**src/sv/cca_pkg.sv**
```systemverilog
// Shared types, widths and codes for the coupled alpha calculator.
package cca_pkg;

    // Default sizing
    localparam int SUBFLOW_COUNT_MAX_DEF = 8;
    localparam int QUEUE_DEPTH_DEF       = 4;

    // Field widths
    localparam int CWND_W    = 24;
    localparam int RTT_W     = 24;
    localparam int BACKOFF_W = 6;
    localparam int ALPHA_W   = 32;
    localparam int TOTAL_W   = 32;
    localparam int TERM_W    = 64;
    localparam int FLOOR_W   = 32;
    localparam int MUL_W     = 32;

    // Configuration port
    localparam int CFG_ADDR_W = 4;
    localparam int CFG_DATA_W = 32;

    localparam logic [CFG_ADDR_W-1:0] CFG_IDX_BACKOFF_LIMIT = 4'd0;
    localparam logic [CFG_ADDR_W-1:0] CFG_IDX_MIN_RTT       = 4'd1;
    localparam logic [CFG_ADDR_W-1:0] CFG_IDX_MAX_FLOOR     = 4'd2;
    localparam logic [CFG_ADDR_W-1:0] CFG_IDX_SUM_FLOOR     = 4'd3;

    localparam logic [BACKOFF_W-1:0] BACKOFF_LIMIT_RST = 6'd4;
    localparam logic [RTT_W-1:0]     MIN_RTT_RST       = 24'd1;
    localparam logic [FLOOR_W-1:0]   MAX_FLOOR_RST     = 32'd1;
    localparam logic [FLOOR_W-1:0]   SUM_FLOOR_RST     = 32'd1;

    // Divider sizing: the alpha numerator is (total * max) << 56
    localparam int ALPHA_SHIFT = 56;
    localparam int TM_W        = TOTAL_W + TERM_W;
    localparam int SS_W        = 2 * TERM_W;
    localparam int DIV_NUM_W   = TM_W + ALPHA_SHIFT;
    localparam int DIV_DEN_W   = SS_W;
    localparam int DIV_Q_W     = TERM_W;
    localparam int DIV_STEP_W  = 8;
    localparam logic [DIV_STEP_W-1:0] RATE_STEPS  = 8'd64;
    localparam logic [DIV_STEP_W-1:0] ALPHA_STEPS = 8'd152;

    // Partial products of the final multiply sequence
    typedef logic [2:0] pp_idx_t;
    localparam pp_idx_t PP_TM_LO = 3'd0;
    localparam pp_idx_t PP_TM_HI = 3'd1;
    localparam pp_idx_t PP_SS_LL = 3'd2;
    localparam pp_idx_t PP_SS_LH = 3'd3;
    localparam pp_idx_t PP_SS_HL = 3'd4;
    localparam pp_idx_t PP_SS_HH = 3'd5;

    typedef enum logic {
        OP_SKIP,
        OP_ACCUM
    } op_t;

    // One classified record, front to back
    typedef struct packed {
        op_t               op;
        logic              start;
        logic              last;
        logic              abort;
        logic [CWND_W-1:0] cwnd;
        logic [RTT_W-1:0]  rtt;
    } entry_t;

    typedef struct packed {
        logic [BACKOFF_W-1:0] backoff_limit;
        logic [RTT_W-1:0]     min_rtt;
        logic [FLOOR_W-1:0]   max_floor;
        logic [FLOOR_W-1:0]   sum_floor;
    } cfg_t;

    typedef struct packed {
        logic                  start;
        logic [DIV_STEP_W-1:0] steps;
        logic [DIV_NUM_W-1:0]  num;
        logic [DIV_DEN_W-1:0]  den;
    } div_req_t;

    typedef struct packed {
        logic               busy;
        logic [DIV_Q_W-1:0] quo;
        logic               over;
    } div_rsp_t;

    typedef enum logic [3:0] {
        B_IDLE,
        B_DISPATCH,
        B_SQ_MUL,
        B_RATE_GO,
        B_RATE_WAIT,
        B_TERM_GO,
        B_TERM_WAIT,
        B_UPDATE,
        B_CHECK,
        B_FIN_MUL,
        B_FIN_ACC,
        B_FIN_GO,
        B_FIN_WAIT,
        B_EMIT
    } back_state_t;

endpackage

```
**src/sv/cca_fifo.sv**
```systemverilog
// Short queue of classified records between front and back.
module cca_fifo #(
    parameter int DEPTH = cca_pkg::QUEUE_DEPTH_DEF
) (
    input  logic            clk,
    input  logic            rst_n,
    input  logic            push,
    input  cca_pkg::entry_t wr_entry,
    output logic            full,
    input  logic            pop,
    output logic            rd_valid,
    output cca_pkg::entry_t rd_entry
);

    localparam int PTR_W = (DEPTH > 1) ? $clog2(DEPTH) : 1;
    localparam int CNT_W = $clog2(DEPTH + 1);

    cca_pkg::entry_t  mem [DEPTH];
    logic [PTR_W-1:0] wr_ptr_reg, rd_ptr_reg;
    logic [CNT_W-1:0] count_reg;
    logic             do_push, do_pop;

    assign full     = (count_reg == CNT_W'(DEPTH));
    assign rd_valid = (count_reg != '0);
    assign rd_entry = mem[rd_ptr_reg];
    assign do_push  = push && !full;
    assign do_pop   = pop && rd_valid;

    // Storage
    always_ff @(posedge clk)
    begin
        if (do_push)
        begin
            mem[wr_ptr_reg] <= wr_entry;
        end
    end

    // Pointers and fill level
    always_ff @(posedge clk or negedge rst_n)
    begin
        if (!rst_n)
        begin
            wr_ptr_reg <= '0;
            rd_ptr_reg <= '0;
            count_reg  <= '0;
        end
        else
        begin
            if (do_push)
            begin
                wr_ptr_reg <= (wr_ptr_reg == PTR_W'(DEPTH - 1)) ? '0 : wr_ptr_reg + PTR_W'(1);
            end
            if (do_pop)
            begin
                rd_ptr_reg <= (rd_ptr_reg == PTR_W'(DEPTH - 1)) ? '0 : rd_ptr_reg + PTR_W'(1);
            end
            if (do_push && !do_pop)
            begin
                count_reg <= count_reg + CNT_W'(1);
            end
            else if (do_pop && !do_push)
            begin
                count_reg <= count_reg - CNT_W'(1);
            end
        end
    end

endmodule

```
**config.mk**
```make
export PLATFORM = sky130hd
export DESIGN_NAME = cca_fifo
export DESIGN_NICKNAME = d
export VERILOG_FILES = /design/src/sv/cca_pkg.sv /design/src/sv/cca_fifo.sv
export SDC_FILE = /design/constraint.sdc
export NUM_CORES = 1
export LEC_CHECK = 0
export ABC_CLOCK_PERIOD_IN_PS = 3800
export BUFFER_PORTS_ARGS = -buffer_cell sky130_fd_sc_hd__buf_4
export CAP_MARGIN = 20
export CORE_MARGIN = 3
export CORE_UTILIZATION = 57
export DETAILED_ROUTE_END_ITERATION = 16
export PLACE_DENSITY = 0.77
export SYNTH_ARGS = -nofsm -noshare
export SYNTH_HDL_FRONTEND = slang
export SYNTH_SLANG_ARGS = --single-unit
```
**constraint.sdc**
```tcl
create_clock -name clk -period 3.8 [get_ports clk]
set_input_delay 0.19 -clock clk [delete_from_list [all_inputs] [get_ports clk]]
set_output_delay 0.19 -clock clk [all_outputs]
set_load 0.005 [all_outputs]
```
==> summary.md, run 1 <==
| Metric | Value |
|---|---|
| Status | finished clean |
| Worst-skew pair later-pin latency | 0.47 ns |
| Core area | 13510 µm² |
| CP max stage cell | mux4_1 |
| Final setup violation count | 0 |
| Worst Path Class, Setup | register to primary output |
| Die width | 124.7 µm |
| Crit path depth | 3 |
| CP endpoint | rd_entry[45] |
| F_max | 417.0 MHz |
| Fin Clk Skew | 0.006475 ns |
| Port Buffers | 109 |
| Max Root-Sink Buffers | 3 |
| Count leader, synth | edfxtp_1 |
| Max Cap Viol | 0 |
| TNS Setup | 0 ns |
| Worst Setup SP | rd_ptr_reg[0]$_DFFE_PN0P_ |
| Worst Max-Slew Pin Slew | 0.9411 ns |
| Mapped cell area | 8025 µm² |
| Post-Syn Area per Cell | 25.97 µm² |
| Number of top-level pins | 110 |
| First-pass GRT wire length | 22.34 mm |
| Register area | 6426 µm² |
| Number of flops mapped to enable cells by yosys | 208 |
| Ys async rst share | 3.256% |
| Yosys top cell area share | 77.83% |
| Total grt overflow | 0 |
| Clk sink count | 215 |
| Clock-pin slew on the worst setup and hold paths | 0.06 ns |
| Max FFs per register | 208 |
| WL final | 14.22 mm |
| TritonCTS clock tree | built |
| Synth-to-Final Area Change | 28.20% |
| Slew Limit Fails | 0 |
| Yosys reg bits | 215 |
| Post-route minimum period | 2.398 ns |
| Final Core Density | 76.18% |
| Worst slew margin | 37.11% |
| Crit path capture type | primary output |
| Diodes inserted | 0 |
| Power density cells | 743.5 nW/µm² |
| Final #Nets | 553 |
| Initial antenna violation count | 0 |
| Pre-antenna DRT Iters | 4 |
| Max incr delay on CP | 0.63 ns |
| Per-cell routed wire length | 20.98 µm |
| Die H | 124.7 µm |
| CTS H-tree lvls | 1 |
| Pre-CTS setup slack | 1.561 ns |
| Synthesized net count | 372 |
| Startpoint Class | register |
| Top_reg_cell synth | edfxtp_1 |
| Share of cells above drive strength 1 | 41.24% |
| Die area | 15540 µm² |
| DP HPWL | 8.098 mm |
| Largest cells by area after synthesis | edfxtp_1 78%, mux4_2 13%, dfrtp_1 2.2% |
| Vias in the first global route | 4199 |
| CP Max Fanout | 47 |
| Synth top cells by count | 208 x edfxtp_1, 48 x mux4_2, 7 x dfrtp_1 |
| Worst Path Buf+Inv | 2 |
| Yosys warning total | 0 |
| Vias/cell | 5.529 |
| Largest net degree at the start of global routing | 56 |
| Fin crit share | 63.10% |
| RSZ-0062 raised after global routing | false |
| Pleak | 3.607 nW |
| DR vias | 3749 |
| Worst setup margin | 1.402 ns |
| Fin. Hold Viols | 0 |
| R2R Path End | mem[2][27]$_DFFE_PP_ |
| Data arrival, critical path | 2.21 ns |
| Worst EP required | 3.61 ns |
| Num rows | 42 |
| Register-to-Register Path Depth | 4 |
| Crit path cell chain | buf_16, mux4_1, buf_4 |
| Cell count after synthesis | 309 |
| Top cell type by total area after synthesis | edfxtp_1 |
| DRC | 0 |
| 1st-iter DRT viols | 293 |
| Total power | 7.649 mW |
| Post-route ant nets | 0 |
| Total GRT Usage | 18.21% |
| Post-synth cell types | 20 |
| Initial core utilization | 59.42% |
| Class of the worst hold path | input port to async pin |
| Root Driver | clkbuf_16 |
| CTS Buf Count | 21 |
| Fillers | 742 |
| VDD IR-drop max | 0.5829 mV |
| Worst r2r src | count_reg[2]$_DFFE_PN0P_ |
| Cell family with most CP delay | multiplexers |
| R2r setup slk | 1.51 ns |
| Seq/Total Area, Yosys | 80.01% |
| Area of the multi-input gates | 1463 µm² |
| Routability cong. | 0.6935 |
-- placed cells by master, fill, tap and decap left out, types with 5 or more instances in the layout --
cell type	Yosys	final
edfxtp_1	208	208
buf_4	0	112
dlygate4sd3_1	0	53
mux4_2	48	48
clkbuf_16	0	21
ha_1	6	6
mux2_2	5	5
dfrtp_1	7	5
-- worst register-to-register path, cell delays in order (launching register included) --
cell and delay (ns):
dfrtp_1 0.41, nor3b_4 0.18, nor2b_2 0.28, and2_2 0.74, buf_4 0.36
-- cell type report --
class,instances,share of cell area (%)
sequential,215,62.46
multi-input combinational,79,14.22
inverter,3,0.1094
timing repair buffer,170,14.37
clock inverter,10,1.447
tap,176,2.140
clock buffer,25,5.254
-- report_power, final --
| part | switching, mW | internal, mW | total (mW) | leakage, nW |
|---|---|---|---|---|
| sequential | 0.181 | 3.14 | 3.32 | 1.99 |
| combinational | 0.995 | 1.27 | 2.26 | 1.29 |
| clock | 0.785 | 1.28 | 2.06 | 0.334 |
-- worst min path at each step --
stage	start	to	slack, ns	cells after the start
2_1_floorplan	rst_n	count_reg[0]$_DFFE_PN0P_	-0.11	0
3_3_place_gp	rst_n	count_reg[2]$_DFFE_PN0P_	0.008	1
3_5_place_dp	rst_n	count_reg[2]$_DFFE_PN0P_	0.01	1
4_1_cts	rst_n	count_reg[1]$_DFFE_PN0P_	0.06	2
5_1_grt	rst_n	count_reg[2]$_DFFE_PN0P_	0.06	2
6_report	rst_n	count_reg[2]$_DFFE_PN0P_	0.07	2
-- per-layer routing --
layer	routed length, µm	vias to the layer above	GRT usage, %
met5	0	-	0
met4	308	0	5.158
met3	633	29	3.087
met2	7462	101	31.52
met1	5819	1939	24.25
li1	-	1680	-
-- through the flow --
step / instances / hold slack, ns / instance area (µm²)
after floorplan: 309 / -0.1056 / 8025
after global placement: 588 / 0.007544 / 9021
after detailed placement: 588 / 0.01268 / 9021
after CTS: 676 / 0.05596 / 10240
after global routing: 678 / 0.06410 / 10290
final: 678 / 0.07486 / 10290
-- cells by family after synthesis --
family | after synthesis | synth area share [%]
XOR/XNOR | 3 | 0.3275
adder cells (fa/ha/maj) | 7 | 1.185
buffers and inverters | 15 | 1.902
flip-flops | 215 | 80.01
multiplexers | 57 | 15.48
AND/OR/NAND/NOR | 12 | 1.091
-- repair_timing --
action | CTS | global route
resized for setup | 0 | 0
setup buffers | 0 | 0
endpoints found under the hold margin | 215 | 0
hold buffers | 53 | 0
No activity file was read; power rests on OpenSTA's default activity.
==> inputs of run 2 (changes only) <==
- ABC_CLOCK_PERIOD_IN_PS: 3800 -> 1970
- CORE_UTILIZATION: 57 -> 51
- PLACE_DENSITY: 0.77 -> 0.73
- clock period: 3.8 -> 1.97 ns (I/O delays scaled with it)
==> run 2 against run 1 <==
  * The run now ends with setup timing left
  * Sequential power is 91% higher
  * Critical path depth is 1 higher
  * Non-clock buffer count is 24 higher
  * Hold slack better by 0.016 ns
  * Via count is 4.1% higher
  * Clock power is 83% higher
  * Worst setup slack worse by 1.4 ns
  * Utilization is 6.0 points lower
  * Count of clock-buffer cells in the layout is 1 lower
  * Critical path type unchanged
  * First-iteration DRC count is 22% lower
==> summary.md, run 2 (synthesis results as in run 1) <==
| Metric | Value |
|---|---|
| Status | finished, violations left |
| Failing checks | setup timing |
| Met1 GRT Util | 23.57% |
| Post-route minimum period | 2.011 ns |
| Crit path capture type | primary output |
| WHS | 0.09107 ns |
| Worst Max-Slew Pin Slew | 0.3549 ns |
| Total power | 15.64 mW |
| Final setup violation count | 26 |
| Die width | 131.4 µm |
| First-pass GRT wire length | 23.27 mm |
| Flop pwr share | 40.6% |
| Vias/cell | 5.290 |
| Die H | 131.4 µm |
| Total GRT Usage | 16.95% |
| Commonest non-fill, non-tap cell in the layout | edfxtp_1 |
| Fin Clk Skew | 0.01210 ns |
| Worst EP required | 1.87 ns |
| TritonCTS clock tree | built |
| Cell family with most CP delay | multiplexers |
| Per-cell routed wire length | 20.51 µm |
| Clk sink count | 215 |
| Logic pwr share | 35.4% |
| Max FFs per register | 208 |
| Startpoint Class | register |
| DP HPWL | 8.589 mm |
| VDD IR-drop max | 0.8148 mV |
| Worst Path Buf+Inv | 3 |
| Total grt overflow | 0 |
| CTS H-tree lvls | 1 |
| Max incr delay on CP | 0.54 ns |
| Core area | 15310 µm² |
| Largest net degree at the start of global routing | 35 |
| Worst slew margin | 76.26% |
| Port Buffers | 109 |
| Reported net switching power | 4.111 mW |
| Worst setup margin | -0.04089 ns |
| Worst-skew pair later-pin latency | 0.48 ns |
| Routability cong. | 0.7315 |
| Post-route ant nets | 0 |
| Crit path cell chain | buf_8, clkbuf_16, mux4_2, buf_6 |
| Clk pwr share | 24.0% |
| 1st-iter DRT viols | 228 |
| Pleak | 3.785 nW |
| Vias in the first global route | 4223 |
| Initial antenna violation count | 0 |
| Class of the worst hold path | input port to register |
| CTS Buf Count | 21 |
| DRC | 0 |
| Diodes inserted | 0 |
| Share of cells above drive strength 1 | 44.97% |
| GR peak layer | met2 |
| RSZ-0062 raised after global routing | true |
| Met3 GRT Util | 3.637% |
| DR vias | 3904 |
| Fin. Hold Viols | 0 |
| Clock-pin slew on the worst setup and hold paths | 0.06 ns |
| Num rows | 45 |
| Data arrival, critical path | 1.91 ns |
| WL final | 15.13 mm |
| Final #Nets | 577 |
| Switching portion of total power | 26.28% |
| Max Cap Viol | 0 |
| Number of top-level pins | 110 |
| Most frequent cells in the layout | 208 x edfxtp_1, 86 x buf_4, 54 x dlygate4sd3_1, 51 x mux4_2, 38 x buf_6 |
| Met2 usage | 28.37% |
| Worst Path Class, Setup | register to primary output |
| Pre-CTS setup slack | -0.006017 ns |
| P_int | 11.53 mW |
| Power density cells | 1456 nW/µm² |
| Die area | 17280 µm² |
| Initial core utilization | 52.40% |
| F_max | 497.3 MHz |
| Pre-antenna DRT Iters | 4 |
| CP max stage cell | mux4_2 |
| CP Max Fanout | 5 |
| Root Driver | clkbuf_16 |
| Slew Limit Fails | 0 |
| Final Core Density | 70.17% |
| Fin crit share | 102.1% |
| Synth-to-Final Area Change | 33.91% |
| Max Root-Sink Buffers | 3 |
run 2: metal layers:
layer	up-vias	wire, µm
li1	1722	-
met1	2025	6243
met2	143	7701
met3	14	1011
met4	0	176
met5	-	0
run 2: layout make-up:
cell class                 instances  area, µm²
clock buffer                      24      536.8
multi-input combinational         79       1466
timing repair buffer             194       1934
tap                              211      264.0
clock inverter                    12      105.1
fill                             939       4568
inverter                           3      11.26
sequential                       215       6429
run 2: path summary, 6_finish.rpt:
path	startpoint	end	slack, ns	cells past startpoint
max	rd_ptr_reg[0]$_DFFE_PN0P_	rd_entry[5]	-0.04	4
min	pop	rd_ptr_reg[0]$_DFFE_PN0P_	0.09	4
max reg2reg	count_reg[1]$_DFFE_PN0P_	count_reg[2]$_DFFE_PN0P_	0.01	8
min reg2reg	count_reg[2]$_DFFE_PN0P_	count_reg[2]$_DFFE_PN0P_	0.50	1
max in group asynchronous	rst_n	rd_ptr_reg[1]$_DFFE_PN0P_	1.06	3
min in group asynchronous	rst_n	count_reg[2]$_DFFE_PN0P_	0.62	3
run 2: tightest hold or removal path, stage by stage:
cell and delay (ns):
buf_4 0.13, nand2_4 0.05, buf_4 0.11, mux2_2 0.14
run 2: power groups by stage:
stage	sequential, mW	clock, mW	combinational, mW
6_report	6.35	3.76	5.54
3_3_place_gp	6.45	0	4.52
2_1_floorplan	6.32	0	2.68
3_5_place_dp	6.52	0	4.56
4_1_cts	6.40	3.83	4.99
5_1_grt	6.43	4.04	5.96
run 2: through the flow:
step	cell area, µm²	setup TNS (ns)	instances
after floorplan	8031	-21.03	309
after global placement	9235	0	639
after detailed placement	9235	-0.006017	639
after CTS	10510	-0.5053	730
after global routing	10750	-2.796	738
final	10750	-0.3922	738
run 2: what timing repair did:
item | CTS | global route
gates resized for setup | 30 | 25
pin swaps | 1 | 3
hold buffers | 54 | 0
endpoints found under the hold margin | 215 | 0
gates cloned | 0 | 5
setup buffers | 1 | 3
setup endpoints to repair | 51 | 53
