**config.mk**
```make
export PLATFORM = sky130hd
export DESIGN_NAME = cca_front
export DESIGN_NICKNAME = d
export VERILOG_FILES = /design/src/sv/cca_pkg.sv /design/src/sv/cca_front.sv
export SDC_FILE = /design/constraint.sdc
export NUM_CORES = 1
export LEC_CHECK = 0
export BUFFER_PORTS_ARGS = -buffer_cell sky130_fd_sc_hd__buf_2
export CAP_MARGIN = 20
export CORE_AREA = 2 2 81 83
export CTS_BUF_LIST = sky130_fd_sc_hd__clkbuf_16
export DETAILED_ROUTE_END_ITERATION = 10
export DIE_AREA = 0 0 83 85
export HOLD_SLACK_MARGIN = 0.15
export SETUP_SLACK_MARGIN = 0.5
export SKIP_LAST_GASP = 1
export SYNTH_ARGS = -nofsm -noshare
export SYNTH_HDL_FRONTEND = slang
export SYNTH_SLANG_ARGS = --single-unit
```
**constraint.sdc**
```tcl
create_clock -name clk -period 2.22 [get_ports clk]
set_input_delay 0.333 -clock clk [delete_from_list [all_inputs] [get_ports clk]]
set_output_delay 0.333 -clock clk [all_outputs]
set_load 0.1 [all_outputs]
```
**src/sv/cca_pkg.sv**
```systemverilog
// Shared types, widths and codes for the coupled alpha calculator.
package cca_pkg;

    // Default sizing
    localparam int SUBFLOW_COUNT_MAX_DEF = 8;
    localparam int QUEUE_DEPTH_DEF       = 4;

    // Field widths
    localparam int CWND_W    = 24;
    localparam int RTT_W     = 24;
    localparam int BACKOFF_W = 6;
    localparam int ALPHA_W   = 32;
    localparam int TOTAL_W   = 32;
    localparam int TERM_W    = 64;
    localparam int FLOOR_W   = 32;
    localparam int MUL_W     = 32;

    // Configuration port
    localparam int CFG_ADDR_W = 4;
    localparam int CFG_DATA_W = 32;

    localparam logic [CFG_ADDR_W-1:0] CFG_IDX_BACKOFF_LIMIT = 4'd0;
    localparam logic [CFG_ADDR_W-1:0] CFG_IDX_MIN_RTT       = 4'd1;
    localparam logic [CFG_ADDR_W-1:0] CFG_IDX_MAX_FLOOR     = 4'd2;
    localparam logic [CFG_ADDR_W-1:0] CFG_IDX_SUM_FLOOR     = 4'd3;

    localparam logic [BACKOFF_W-1:0] BACKOFF_LIMIT_RST = 6'd4;
    localparam logic [RTT_W-1:0]     MIN_RTT_RST       = 24'd1;
    localparam logic [FLOOR_W-1:0]   MAX_FLOOR_RST     = 32'd1;
    localparam logic [FLOOR_W-1:0]   SUM_FLOOR_RST     = 32'd1;

    // Divider sizing: the alpha numerator is (total * max) << 56
    localparam int ALPHA_SHIFT = 56;
    localparam int TM_W        = TOTAL_W + TERM_W;
    localparam int SS_W        = 2 * TERM_W;
    localparam int DIV_NUM_W   = TM_W + ALPHA_SHIFT;
    localparam int DIV_DEN_W   = SS_W;
    localparam int DIV_Q_W     = TERM_W;
    localparam int DIV_STEP_W  = 8;
    localparam logic [DIV_STEP_W-1:0] RATE_STEPS  = 8'd64;
    localparam logic [DIV_STEP_W-1:0] ALPHA_STEPS = 8'd152;

    // Partial products of the final multiply sequence
    typedef logic [2:0] pp_idx_t;
    localparam pp_idx_t PP_TM_LO = 3'd0;
    localparam pp_idx_t PP_TM_HI = 3'd1;
    localparam pp_idx_t PP_SS_LL = 3'd2;
    localparam pp_idx_t PP_SS_LH = 3'd3;
    localparam pp_idx_t PP_SS_HL = 3'd4;
    localparam pp_idx_t PP_SS_HH = 3'd5;

    typedef enum logic {
        OP_SKIP,
        OP_ACCUM
    } op_t;

    // One classified record, front to back
    typedef struct packed {
        op_t               op;
        logic              start;
        logic              last;
        logic              abort;
        logic [CWND_W-1:0] cwnd;
        logic [RTT_W-1:0]  rtt;
    } entry_t;

    typedef struct packed {
        logic [BACKOFF_W-1:0] backoff_limit;
        logic [RTT_W-1:0]     min_rtt;
        logic [FLOOR_W-1:0]   max_floor;
        logic [FLOOR_W-1:0]   sum_floor;
    } cfg_t;

    typedef struct packed {
        logic                  start;
        logic [DIV_STEP_W-1:0] steps;
        logic [DIV_NUM_W-1:0]  num;
        logic [DIV_DEN_W-1:0]  den;
    } div_req_t;

    typedef struct packed {
        logic               busy;
        logic [DIV_Q_W-1:0] quo;
        logic               over;
    } div_rsp_t;

    typedef enum logic [3:0] {
        B_IDLE,
        B_DISPATCH,
        B_SQ_MUL,
        B_RATE_GO,
        B_RATE_WAIT,
        B_TERM_GO,
        B_TERM_WAIT,
        B_UPDATE,
        B_CHECK,
        B_FIN_MUL,
        B_FIN_ACC,
        B_FIN_GO,
        B_FIN_WAIT,
        B_EMIT
    } back_state_t;

endpackage

```
**src/sv/cca_front.sv**
```systemverilog
// Front end: accepts subflow records, tracks round position and abort, classifies.
module cca_front #(
    parameter int SUBFLOW_COUNT_MAX = cca_pkg::SUBFLOW_COUNT_MAX_DEF
) (
    input  logic                           clk,
    input  logic                           rst_n,
    input  logic                           in_valid,
    input  logic [cca_pkg::CWND_W-1:0]     cwnd,
    input  logic [cca_pkg::RTT_W-1:0]      rtt_us,
    input  logic [cca_pkg::BACKOFF_W-1:0]  backoff,
    input  logic                           last,
    input  cca_pkg::cfg_t                  cfg,
    input  logic                           q_full,
    output logic                           push,
    output cca_pkg::entry_t                entry
);

    localparam int CNT_W = $clog2(SUBFLOW_COUNT_MAX + 1);

    logic [CNT_W-1:0] cnt_reg, cnt_next;
    logic             aborted_reg, aborted_next;
    logic             start;
    logic             ab_in;
    logic             counted;
    logic             ab_out;

    // Classification of the offered record
    always_comb
    begin
        start   = (cnt_reg == '0);
        ab_in   = start ? 1'b0 : aborted_reg;
        counted = (cnt_reg < CNT_W'(SUBFLOW_COUNT_MAX)) && !ab_in
                  && (backoff < cfg.backoff_limit);
        ab_out  = ab_in || (counted && (rtt_us < cfg.min_rtt));

        entry.op    = (counted && !ab_out) ? cca_pkg::OP_ACCUM : cca_pkg::OP_SKIP;
        entry.start = start;
        entry.last  = last;
        entry.abort = ab_out;
        entry.cwnd  = cwnd;
        entry.rtt   = rtt_us;

        push = in_valid && !q_full;

        cnt_next     = cnt_reg;
        aborted_next = aborted_reg;
        if (push)
        begin
            if (last)
            begin
                cnt_next     = '0;
                aborted_next = 1'b0;
            end
            else
            begin
                if (cnt_reg < CNT_W'(SUBFLOW_COUNT_MAX))
                begin
                    cnt_next = cnt_reg + CNT_W'(1);
                end
                aborted_next = ab_out;
            end
        end
    end

    // Round position
    always_ff @(posedge clk or negedge rst_n)
    begin
        if (!rst_n)
        begin
            cnt_reg     <= '0;
            aborted_reg <= 1'b0;
        end
        else
        begin
            cnt_reg     <= cnt_next;
            aborted_reg <= aborted_next;
        end
    end

endmodule

```
==> results of run 1 <==
area by class of cell:
| cell class | count | area [um2] | area share, % |
|---|---|---|---|
| tap | 77 | 96.3 | 4.83 |
| timing repair buffer | 110 | 653 | 32.8 |
| inverter | 34 | 149 | 7.47 |
| sequential | 5 | 125 | 6.28 |
| clock buffer | 3 | 75.1 | 3.77 |
| clock inverter | 1 | 3.75 | 0.188 |
| multi-input combinational | 90 | 891 | 44.7 |
cells in the final DEF, fill, tap and decap left out, types with 2 or more instances in the layout:
| master | count |
|---|---|
| nand4_1 | 4 |
| nor3_1 | 2 |
| dfrtp_1 | 5 |
| buf_4 | 13 |
| clkbuf_16 | 3 |
| inv_2 | 3 |
| o21ai_0 | 6 |
| nand2b_1 | 2 |
| buf_12 | 2 |
| nand2b_4 | 2 |
| ha_4 | 4 |
| a21oi_1 | 12 |
| nor2_1 | 3 |
| nand2_1 | 4 |
| buf_2 | 89 |
| nand3_1 | 4 |
| nor3_2 | 2 |
| buf_6 | 4 |
| a21o_1 | 4 |
| ha_1 | 26 |
| inv_1 | 29 |
how the worst max path moves through the flow:
| stage | startpoint | end | slack [ns] |
|---|---|---|---|
| CTS | cnt_reg[0] | entry[48] | -0.05 |
| global placement | cfg[90] | entry[48] | -0.15 |
| detailed placement | cfg[90] | entry[48] | -0.15 |
| floorplan | cfg[90] | entry[51] | 0.12 |
| global route | cnt_reg[0] | entry[48] | -0.18 |
| finish | cfg[65] | entry[48] | -0.009 |
synthesized netlist by cell type, types with 4 or more instances:
cell type,n
a21oi_1,12
ha_1,30
nand4_1,4
inv_1,34
nand2_1,5
a21o_1,4
nand3_1,5
o21ai_0,6
dfrtp_1,5
nor3_1,4
buf_4,51
worst max-delay path: stages:
cell and delay, ns:
buf_6 0.09, inv_2 0.05, ha_4 0.20, a2111oi_4 0.36, nor4_4 0.07, o311ai_2 0.33
nand3_1 0.17, nand2_2 0.12, buf_12 0.17
power breakdown:
part / internal [mW] / switching, mW
clock network: 0.233 / 0.0570
logic: 0.394 / 0.604
registers: 0.117 / 0.0313
total: 0.744 / 0.692
through the flow:
step	hold WS (ns)	power (mW)	TNS (ns)	util [%]
3_3_place_gp	0.156	1.01	-0.147	28.3
2_1_floorplan	0.0374	1.04	0	-
6_report	0.393	1.44	-0.00935	32.1
5_1_grt	0.411	1.52	-0.348	32.1
4_1_cts	0.385	1.41	-0.0593	31.6
3_5_place_dp	0.155	1.02	-0.168	28.3
cells by family after synthesis:
| kind of cell | count (synthesis) |
|---|---|
| and+or+nand+nor | 27 |
| AOI/OAI and AO/OA | 32 |
| DFF | 5 |
| adders and majority gates | 30 |
| muxes | 1 |
| buffers and inverters | 85 |
per-layer routing:
layer / global-route usage (%) / wire length [um] / part of all wire, % / vias up
li1: - / - / - / 683
met1: 12.0 / 1400 / 41 / 572
met2: 16.1 / 1520 / 45 / 76
met3: 2.72 / 396 / 12 / 14
met4: 3.13 / 98 / 2.9 / 0
met5: 0 / 0 / 0 / -
timing repair:
action / CTS / global route
gates resized for setup: 12 / 2
pin swaps: 9 / 2
hold endpoints to repair: 5 / 0
endpoints found under the setup margin: 4 / 4
hold buffers: 1 / 0
setup buffers: 7 / 3
==> flow_summary.json, run 1 <==
{
  "ys_ff_latch": 5,
  "wl_per_cell_um": 10.7,
  "r2r-end": "aborted_reg",
  "synth_top_family_by_area": "buffers and inverters",
  "synth_edf_count": 0,
  "p_leak_nw": 1.11,
  "finalHoldViolCount": 0,
  "r2r_cells": 12,
  "vias": 1345,
  "layout_setup_ws_ns": -0.00935,
  "root_buffer": "clkbuf_16",
  "rrSetupSlack_ns": 0.14,
  "min_to": "aborted_reg",
  "pin_count": 206,
  "worst_pin_slew_ns": 0.506,
  "skew_ns": 0.00248,
  "rsz0062_at_grt": "yes",
  "syn_area_um2": 1410,
  "synth_xor_area_share_pct": 0,
  "final_area_um2": 1990,
  "cts_buffer_depth": 2,
  "path_max_fanout": 2,
  "fill_cells": 654,
  "p_per_area_nw_per_um2": 720,
  "diodes": 0,
  "critical_path_class": "in2out",
  "drive_gt1_share_pct": 56.0,
  "grt_max_degree": 8,
  "clock_sinks": 5,
  "crit_required_ns": 1.89,
  "track_usage_pct": 9.64,
  "async_flop_share_pct": 100,
  "yosys.area.top_type": "buf_4",
  "fin_crit_sh_pct": 100,
  "die_x_um": 83,
  "clkLatencyLatePin_ns": 0.23,
  "nNetsFinal": 427,
  "synth_area_per_cell_um2": 7.82,
  "coreArea_um2": 6200,
  "final-setup-viol-count": 1,
  "fmax_mhz": 449,
  "area_delta_synth_final_pct": 41.6,
  "num_rows": 29,
  "clk_pin_slew_worst_paths_ns": 0.03,
  "dp.cells": 305,
  "synth_compound_area_share_pct": 16.2,
  "finalWirelength_mm": 3.41,
  "synthSimpleGateAreaFrac_pct": 11.2,
  "antenna_found_initial": 0,
  "muxShareOfSynthArea_pct": 0.800,
  "place_congestion": 0.699,
  "grt_pass1_wl_mm": 5.72,
  "synth_area_leaders": "buf_4 27%, ha_1 27%, inv_1 9.1%",
  "yosysWarnings": 0,
  "viasPerCell": 4.20,
  "endpoint_kind": "output pin",
  "drt_first_pass_iters": 4,
  "largest_reg_flops": 4,
  "period_minus_slack_ns": 2.23,
  "ys.flop_type": "dfrtp_1",
  "hold_depth": 2,
  "io_buffers": 93,
  "start_util_pct": 22.7,
  "min_path_type": "in2reg",
  "failed_checks": "negative setup slack",
  "finalNonFillerCells": 320,
  "worstPathArrival_ns": 1.90,
  "dp_hpwl_mm": 3.07,
  "die_y_um": 85,
  "h-tree-depth": 1,
  "placed_area_um2": 1760,
  "synth_top_area_share_pct": 27.2,
  "slew_headroom_pct": 66.5,
  "ant_nets": 0,
  "synth_cells": 180,
  "syn-num-nets": 363,
  "yosysSeqAreaShare_pct": 8.89,
  "die_area_um2": 7060,
  "cts_buffers": 3,
  "cts_tree": "built",
  "pre_cts_slack_ns": -0.153,
  "maxCapViolCount": 0,
  "remaining_drc_errors": 0,
  "critPathLaunchType": "primary input",
  "slew_viol_final": 0,
  "status": "finished, violations left",
  "grt_pass1_vias": 1318,
  "ir_drop_uv": 369,
  "synth_fa_ha_area_share_pct": 26.7,
  "synth_cell_type_count": 26,
  "gr-total-overflow": 0,
  "hold_start": "last",
  "r2r_start": "cnt_reg[0]",
  "drt-initial-drc-count": 16
}
(Power assumes the default switching activity.)
==> inputs of run 2 (changes only) <==
Settings changed: ABC_AREA set to 1, CORE_AREA 2 2 81 83 to 2 2 79 81, DIE_AREA 0 0 83 85 to 0 0 81 83, PLACE_DENSITY set to 0.68.
==> flow_summary.json, run 2 <==
{
  "place_congestion": 0.690,
  "wl_per_cell_um": 10.5,
  "rrSetupSlack_ns": 0.68,
  "clk_pin_slew_worst_paths_ns": 0.03,
  "m1WireLength_mm": 1.44,
  "path_delay_family": "simple AND/OR/NAND/NOR gates",
  "wl_met3_um": 553,
  "finalHoldViolCount": 0,
  "synthSimpleGateAreaFrac_pct": 20.6,
  "critical_path_class": "reg2out",
  "hold_depth": 2,
  "switchingPower_mw": 0.626,
  "h-tree-depth": 1,
  "die_area_um2": 6720,
  "vias": 1451,
  "skew_ns": 0.00286,
  "final_common_cell": "buf_2",
  "die_y_um": 83,
  "largest_reg_flops": 4,
  "r2r_cells": 13,
  "p_per_area_nw_per_um2": 613,
  "grt_pass1_vias": 1336,
  "synth_compound_area_share_pct": 6.31,
  "final-setup-viol-count": 0,
  "synth_area_leaders": "buf_4 26%, ha_1 26%, inv_1 12%",
  "endpoint_kind": "output pin",
  "min_path_type": "in2reg",
  "synth.top_cells.by_count": "51 x buf_4, 46 x inv_1, 42 x nand2_1",
  "syn_area_um2": 1470,
  "status": "finished, final reports clean",
  "crit_cells": 12,
  "r2r_start": "cnt_reg[0]",
  "nNetsFinal": 465,
  "path_max_fanout": 2,
  "fin_crit_sh_pct": 94.9,
  "diodes": 0,
  "pwr-share-comb_pct": 67.9,
  "clock_sinks": 5,
  "gr-total-overflow": 0,
  "cts_tree": "built",
  "yosys.area.top_type": "buf_4",
  "dp_hpwl_mm": 3.21,
  "finalWirelength_mm": 3.73,
  "synth_top_family_by_area": "buffers and inverters",
  "synth_top_area_share_pct": 26.1,
  "synth_area_per_cell_um2": 6.58,
  "ir_drop_uv": 296,
  "p_sw_share_pct": 49.0,
  "io_buffers": 93,
  "holdWs_ns": 0.333,
  "path_cells": "inv_2 -> ha_4 -> nand3_2 -> nand2_2 -> nand3_2 -> nor2_4 -> nand2_2 -> nor2_2 -> nand2_1 -> nand2_2 -> buf_6 -> buf_12",
  "yosysMostFrequentCell": "buf_4",
  "fmax_mhz": 475,
  "period_minus_slack_ns": 2.11,
  "clkLatencyLatePin_ns": 0.23,
  "p_leak_nw": 1.24,
  "p_int_mw": 0.653,
  "ant_nets": 0,
  "path_buf_inv": 3,
  "pin_count": 206,
  "crit_required_ns": 1.89,
  "muxShareOfSynthArea_pct": 0,
  "synth_fa_ha_area_share_pct": 25.6,
  "rsz0062_at_grt": "yes",
  "antenna_found_initial": 0,
  "wl_met2_mm": 1.71,
  "synth_xor_area_share_pct": 0,
  "synth_edf_count": 0,
  "seqPwrFrac_pct": 9.4,
  "clockPowerShare_pct": 22.7,
  "coreArea_um2": 5820,
  "yosysWarnings": 0,
  "grt_pass1_wl_mm": 5.60,
  "routed.top_layer": "met4",
  "slew_headroom_pct": 66.9,
  "area_delta_synth_final_pct": 42.4,
  "cts_buffer_depth": 2,
  "hold_start": "last",
  "drt-initial-drc-count": 23,
  "root_buffer": "clkbuf_16",
  "grt_max_degree": 6,
  "num_rows": 28,
  "startpoint": "cnt_reg[0]",
  "finalCoreUtilization_pct": 35.9,
  "die_x_um": 81,
  "viasPerCell": 4.08,
  "final_cell_mix": "84 x buf_2, 40 x inv_1, 39 x nand2_1",
  "drive_gt1_share_pct": 51.6,
  "maxCapViolCount": 0,
  "drt_first_pass_iters": 4,
  "synth_cell_type_count": 19,
  "worst_pin_slew_ns": 0.500,
  "synth_cells": 223,
  "start_util_pct": 25.2,
  "critPathLaunchType": "flip-flop",
  "slowest_stage": "dfrtp_1",
  "track_usage_pct": 10.4,
  "yosysSeqAreaShare_pct": 8.53,
  "syn-num-nets": 406,
  "ys_ff_latch": 5,
  "cp_slowest_stage_delay_ns": 0.38,
  "cpMostUsedCell": "nand2_2",
  "async_flop_share_pct": 100,
  "remaining_drc_errors": 0,
  "worstPathArrival_ns": 1.77,
  "cts_buffers": 3,
  "slew_viol_final": 0,
  "ys.flop_type": "dfrtp_1"
}
## run 2: cell count changes after synthesis, sizes merged, moves of 2 or more
cell	change
nand2	+41
inv	+15
nor2	+12
nand2b	-4
o21ai	-4
a21o	-3
a31oi	-2
nor3	-2
## run 2: kinds of logic (layout without fill, tap and decap cells)
logic type	after synthesis	in the layout
AO/OA/AOI/OAI	17	17
adder cells (fa/ha/maj)	30	30
buffers and inverters	101	159
flip-flops	5	5
AND/OR/NAND/NOR	70	70
## run 2: metal layers
metal / track usage, % / vias up
met1: 11.8 / 606
met3: 3.37 / 6
met2: 18.3 / 91
li1: - / 748
met4: 2.47 / 0
met5: 0 / -
## run 2: timing repair
item                                    in CTS  in global routing
pin swaps                                   15                  5
endpoints found under the setup margin       4                  3
endpoints found under the hold margin        5                  0
setup buffers                                5                  5
hold buffers                                 1                  0
gates resized for setup                     25                  8
## run 2: worst paths after layout
path / to
min in group asynchronous: cnt_reg[2]
worst min-delay path: cnt_reg[3]
worst max register to register: aborted_reg
max in group asynchronous: aborted_reg
worst max-delay path: entry[48]
worst min register to register: aborted_reg
## run 2: area by class of cell
class                      count  area, um2
timing repair buffer         105        644
clock inverter                 1       3.75
multi-input combinational    117        931
sequential                     5        125
fill                         627       3730
inverter                      50        215
clock buffer                   3       75.1
tap                           75       93.8
## run 2: per-stage QoR
| stage | area (um2) | total power, mW | cells | setup slack, ns | TNS (ns) |
|---|---|---|---|---|---|
| global placement | 1780 | 0.838 | 341 | 0.00634 | 0 |
| CTS | 2020 | 1.22 | 351 | 0.0730 | 0 |
| detailed placement | 1780 | 0.849 | 341 | -0.0236 | -0.0432 |
| global route | 2090 | 1.36 | 356 | 0.00932 | 0 |
| finish | 2090 | 1.28 | 356 | 0.113 | 0 |
| floorplan | 1560 | 0.897 | 223 | 0.173 | 0 |
## run 2: power groups by stage
| stage | combinational, mW | clock [mW] | sequential, mW |
|---|---|---|---|
| after floorplan | 0.779 | 0 | 0.118 |
| after global placement | 0.716 | 0 | 0.122 |
| after detailed placement | 0.727 | 0 | 0.122 |
| after CTS | 0.808 | 0.293 | 0.119 |
| after global routing | 0.938 | 0.301 | 0.121 |
| final | 0.869 | 0.290 | 0.120 |
==> inputs of run 3 (changes only) <==
--- a/config.mk
+++ b/config.mk
@@ -9,10 +9,10 @@
 export BUFFER_PORTS_ARGS = -buffer_cell sky130_fd_sc_hd__buf_2
 export CAP_MARGIN = 20
-export CORE_AREA = 2 2 79 81
-export CTS_BUF_LIST = sky130_fd_sc_hd__clkbuf_16
+export CORE_AREA = 2 2 80 82
+export CTS_BUF_LIST = sky130_fd_sc_hd__clkbuf_8
 export DETAILED_ROUTE_END_ITERATION = 10
-export DIE_AREA = 0 0 81 83
+export DIE_AREA = 0 0 82 84
 export HOLD_SLACK_MARGIN = 0.15
-export PLACE_DENSITY = 0.68
+export PLACE_DENSITY = 0.67
 export SETUP_SLACK_MARGIN = 0.5
 export SKIP_LAST_GASP = 1
==> constraint.sdc (replaced) <==
create_clock -name clk -period 2.22 [get_ports clk]
set_input_delay 0.333 -clock clk [delete_from_list [all_inputs] [get_ports clk]]
set_output_delay 0.333 -clock clk [all_outputs]
set_load 0.005 [all_outputs]
==> flow_summary.json, run 3 (synthesis gave the netlist of run 2 again) <==
{
  "status": "finished, final reports clean",
  "nNetsFinal": 469,
  "worst_pin_slew_ns": 0.267,
  "coreArea_um2": 6100,
  "final_cell_mix": "87 x buf_2, 40 x inv_1, 37 x nand2_1",
  "ir_drop_uv": 225,
  "crit_required_ns": 1.89,
  "drt-initial-drc-count": 21,
  "min_to": "cnt_reg[3]",
  "path_max_fanout": 2,
  "rsz0062_at_grt": "yes",
  "final_area_um2": 2000,
  "pre_cts_slack_ns": 0.0877,
  "maxCapViolCount": 0,
  "die_area_um2": 6890,
  "track_usage_pct": 9.18,
  "holdWs_ns": 0.346,
  "clock_sinks": 5,
  "seq_area_um2": 126,
  "vias": 1433,
  "start_util_pct": 24.1,
  "fill_cells": 675,
  "skew_ns": 0.00126,
  "finalNonFillerCells": 362,
  "critPathLaunchType": "flip-flop",
  "area_delta_synth_final_pct": 36.6,
  "slew_viol_final": 0,
  "cpMostUsedCell": "buf_4",
  "diodes": 0,
  "die_y_um": 84,
  "ant_nets": 0,
  "gr-total-overflow": 0,
  "clkLatencyLatePin_ns": 0.22,
  "drt_first_pass_iters": 4,
  "wl_per_cell_um": 9.54,
  "r2r_start": "cnt_reg[1]",
  "grt_pass1_vias": 1304,
  "min_path_type": "in2reg",
  "finalCoreUtilization_pct": 32.9,
  "place_congestion": 0.673,
  "p_per_area_nw_per_um2": 399,
  "cp_slowest_stage_delay_ns": 0.39,
  "multi_input_area_um2": 922,
  "r2r-end": "aborted_reg",
  "hold_depth": 2,
  "num_rows": 29,
  "placed_area_um2": 1650,
  "io_buffers": 93,
  "finalHoldViolCount": 0,
  "path_cells": "inv_2 -> ha_4 -> nand3_4 -> buf_4 -> buf_4 -> buf_4 -> buf_4 -> buf_4 -> inv_1 -> buf_2",
  "fmax_mhz": 502,
  "slew_headroom_pct": 82.2,
  "viasPerCell": 3.96,
  "layout_setup_ws_ns": 0.226,
  "r2r_cells": 16,
  "grt_max_degree": 6,
  "path_delay_family": "buffers and inverters",
  "slowest_stage": "dfrtp_1",
  "h-tree-depth": 1,
  "pin_count": 206,
  "dp_hpwl_mm": 2.93,
  "grt_pass1_wl_mm": 5.13,
  "largest_reg_flops": 4,
  "p_leak_nw": 1.24,
  "cts_tree": "built",
  "hold_start": "last",
  "die_x_um": 82,
  "clk_pin_slew_worst_paths_ns": 0.04,
  "critical_path_class": "reg2out",
  "root_buffer": "clkbuf_8",
  "cts_buffer_depth": 2,
  "drive_gt1_share_pct": 51.2,
  "worstPathArrival_ns": 1.66,
  "remaining_drc_errors": 0,
  "period_minus_slack_ns": 1.99,
  "dp.cells": 342,
  "endpoint_kind": "output pin",
  "cts_buffers": 3,
  "total_power_mw": 0.799,
  "antenna_found_initial": 0,
  "path_buf_inv": 8,
  "final-setup-viol-count": 0,
  "finalWirelength_mm": 3.45,
  "fin_crit_sh_pct": 89.8,
  "rrSetupSlack_ns": 0.48,
  "finalSetupTns_ns": 0,
  "final_common_cell": "buf_2"
}
==> run 3: changes by cell type in the layout (fill, tap and decap cells not counted), moves of 3 or more <==
cell	previous run	this run
inv_2	5	10
buf_4	11	15
buf_12	3	0
buf_2	84	87
clkbuf_16	3	0
clkbuf_8	0	3
inv_4	3	0
nor2_1	7	10
==> run 3: worst reg2reg max path: stages (launching register included) <==
cell and delay (ns):
dfrtp_1 0.39, inv_2 0.09, ha_4 0.14, nand3_4 0.07, nand2_4 0.08, nand3_4 0.06
nor2_4 0.12, nand2_2 0.07, nor2_2 0.09, nand2_2 0.06, nand2_2 0.07, buf_4 0.11
buf_6 0.07, buf_4 0.09, buf_4 0.09, nand2_2 0.04, nand2_2 0.05
==> run 3: worst max path at each step <==
stage / from / to / depth (start not counted)
2_1_floorplan: cfg[93] / entry[48] / 12
3_3_place_gp: rtt_us[23] / entry[51] / 11
3_5_place_dp: rtt_us[23] / entry[51] / 11
4_1_cts: cnt_reg[1] / entry[51] / 12
5_1_grt: cfg[86] / entry[51] / 12
6_report: cnt_reg[1] / entry[50] / 10
==> run 3: timing repair <==
action                                  CTS  global route
pin swaps                                 9            18
buffers inserted                         12             3
endpoints found under the setup margin    2             4
hold endpoints to repair                  5             0
gates resized for setup                  10            31
cloned                                    0             0
hold buffers                              1             0
==> run 3: power by group <==
group / switching, mW / internal [mW]
combinational: 0.226 / 0.289
sequential: 0.0135 / 0.108
clock: 0.0441 / 0.119
==> run 3: area by class of cell <==
type / instances / area share (%)
clock buffers: 3 / 2.06
multi-input cells: 117 / 46.0
well taps: 77 / 4.81
flip-flops and latches: 5 / 6.31
clock inverters: 1 / 0.187
repair buffers: 109 / 31.2
inverters: 50 / 9.37
==> run 3: per-layer routing <==
layer / wire length, um / vias to the layer above / global-route usage [%]
met5: 0 / - / 0
met4: 24 / 0 / 2.58
met3: 381 / 8 / 1.73
met2: 1630 / 68 / 16.6
met1: 1410 / 603 / 10.7
li1: - / 754 / -
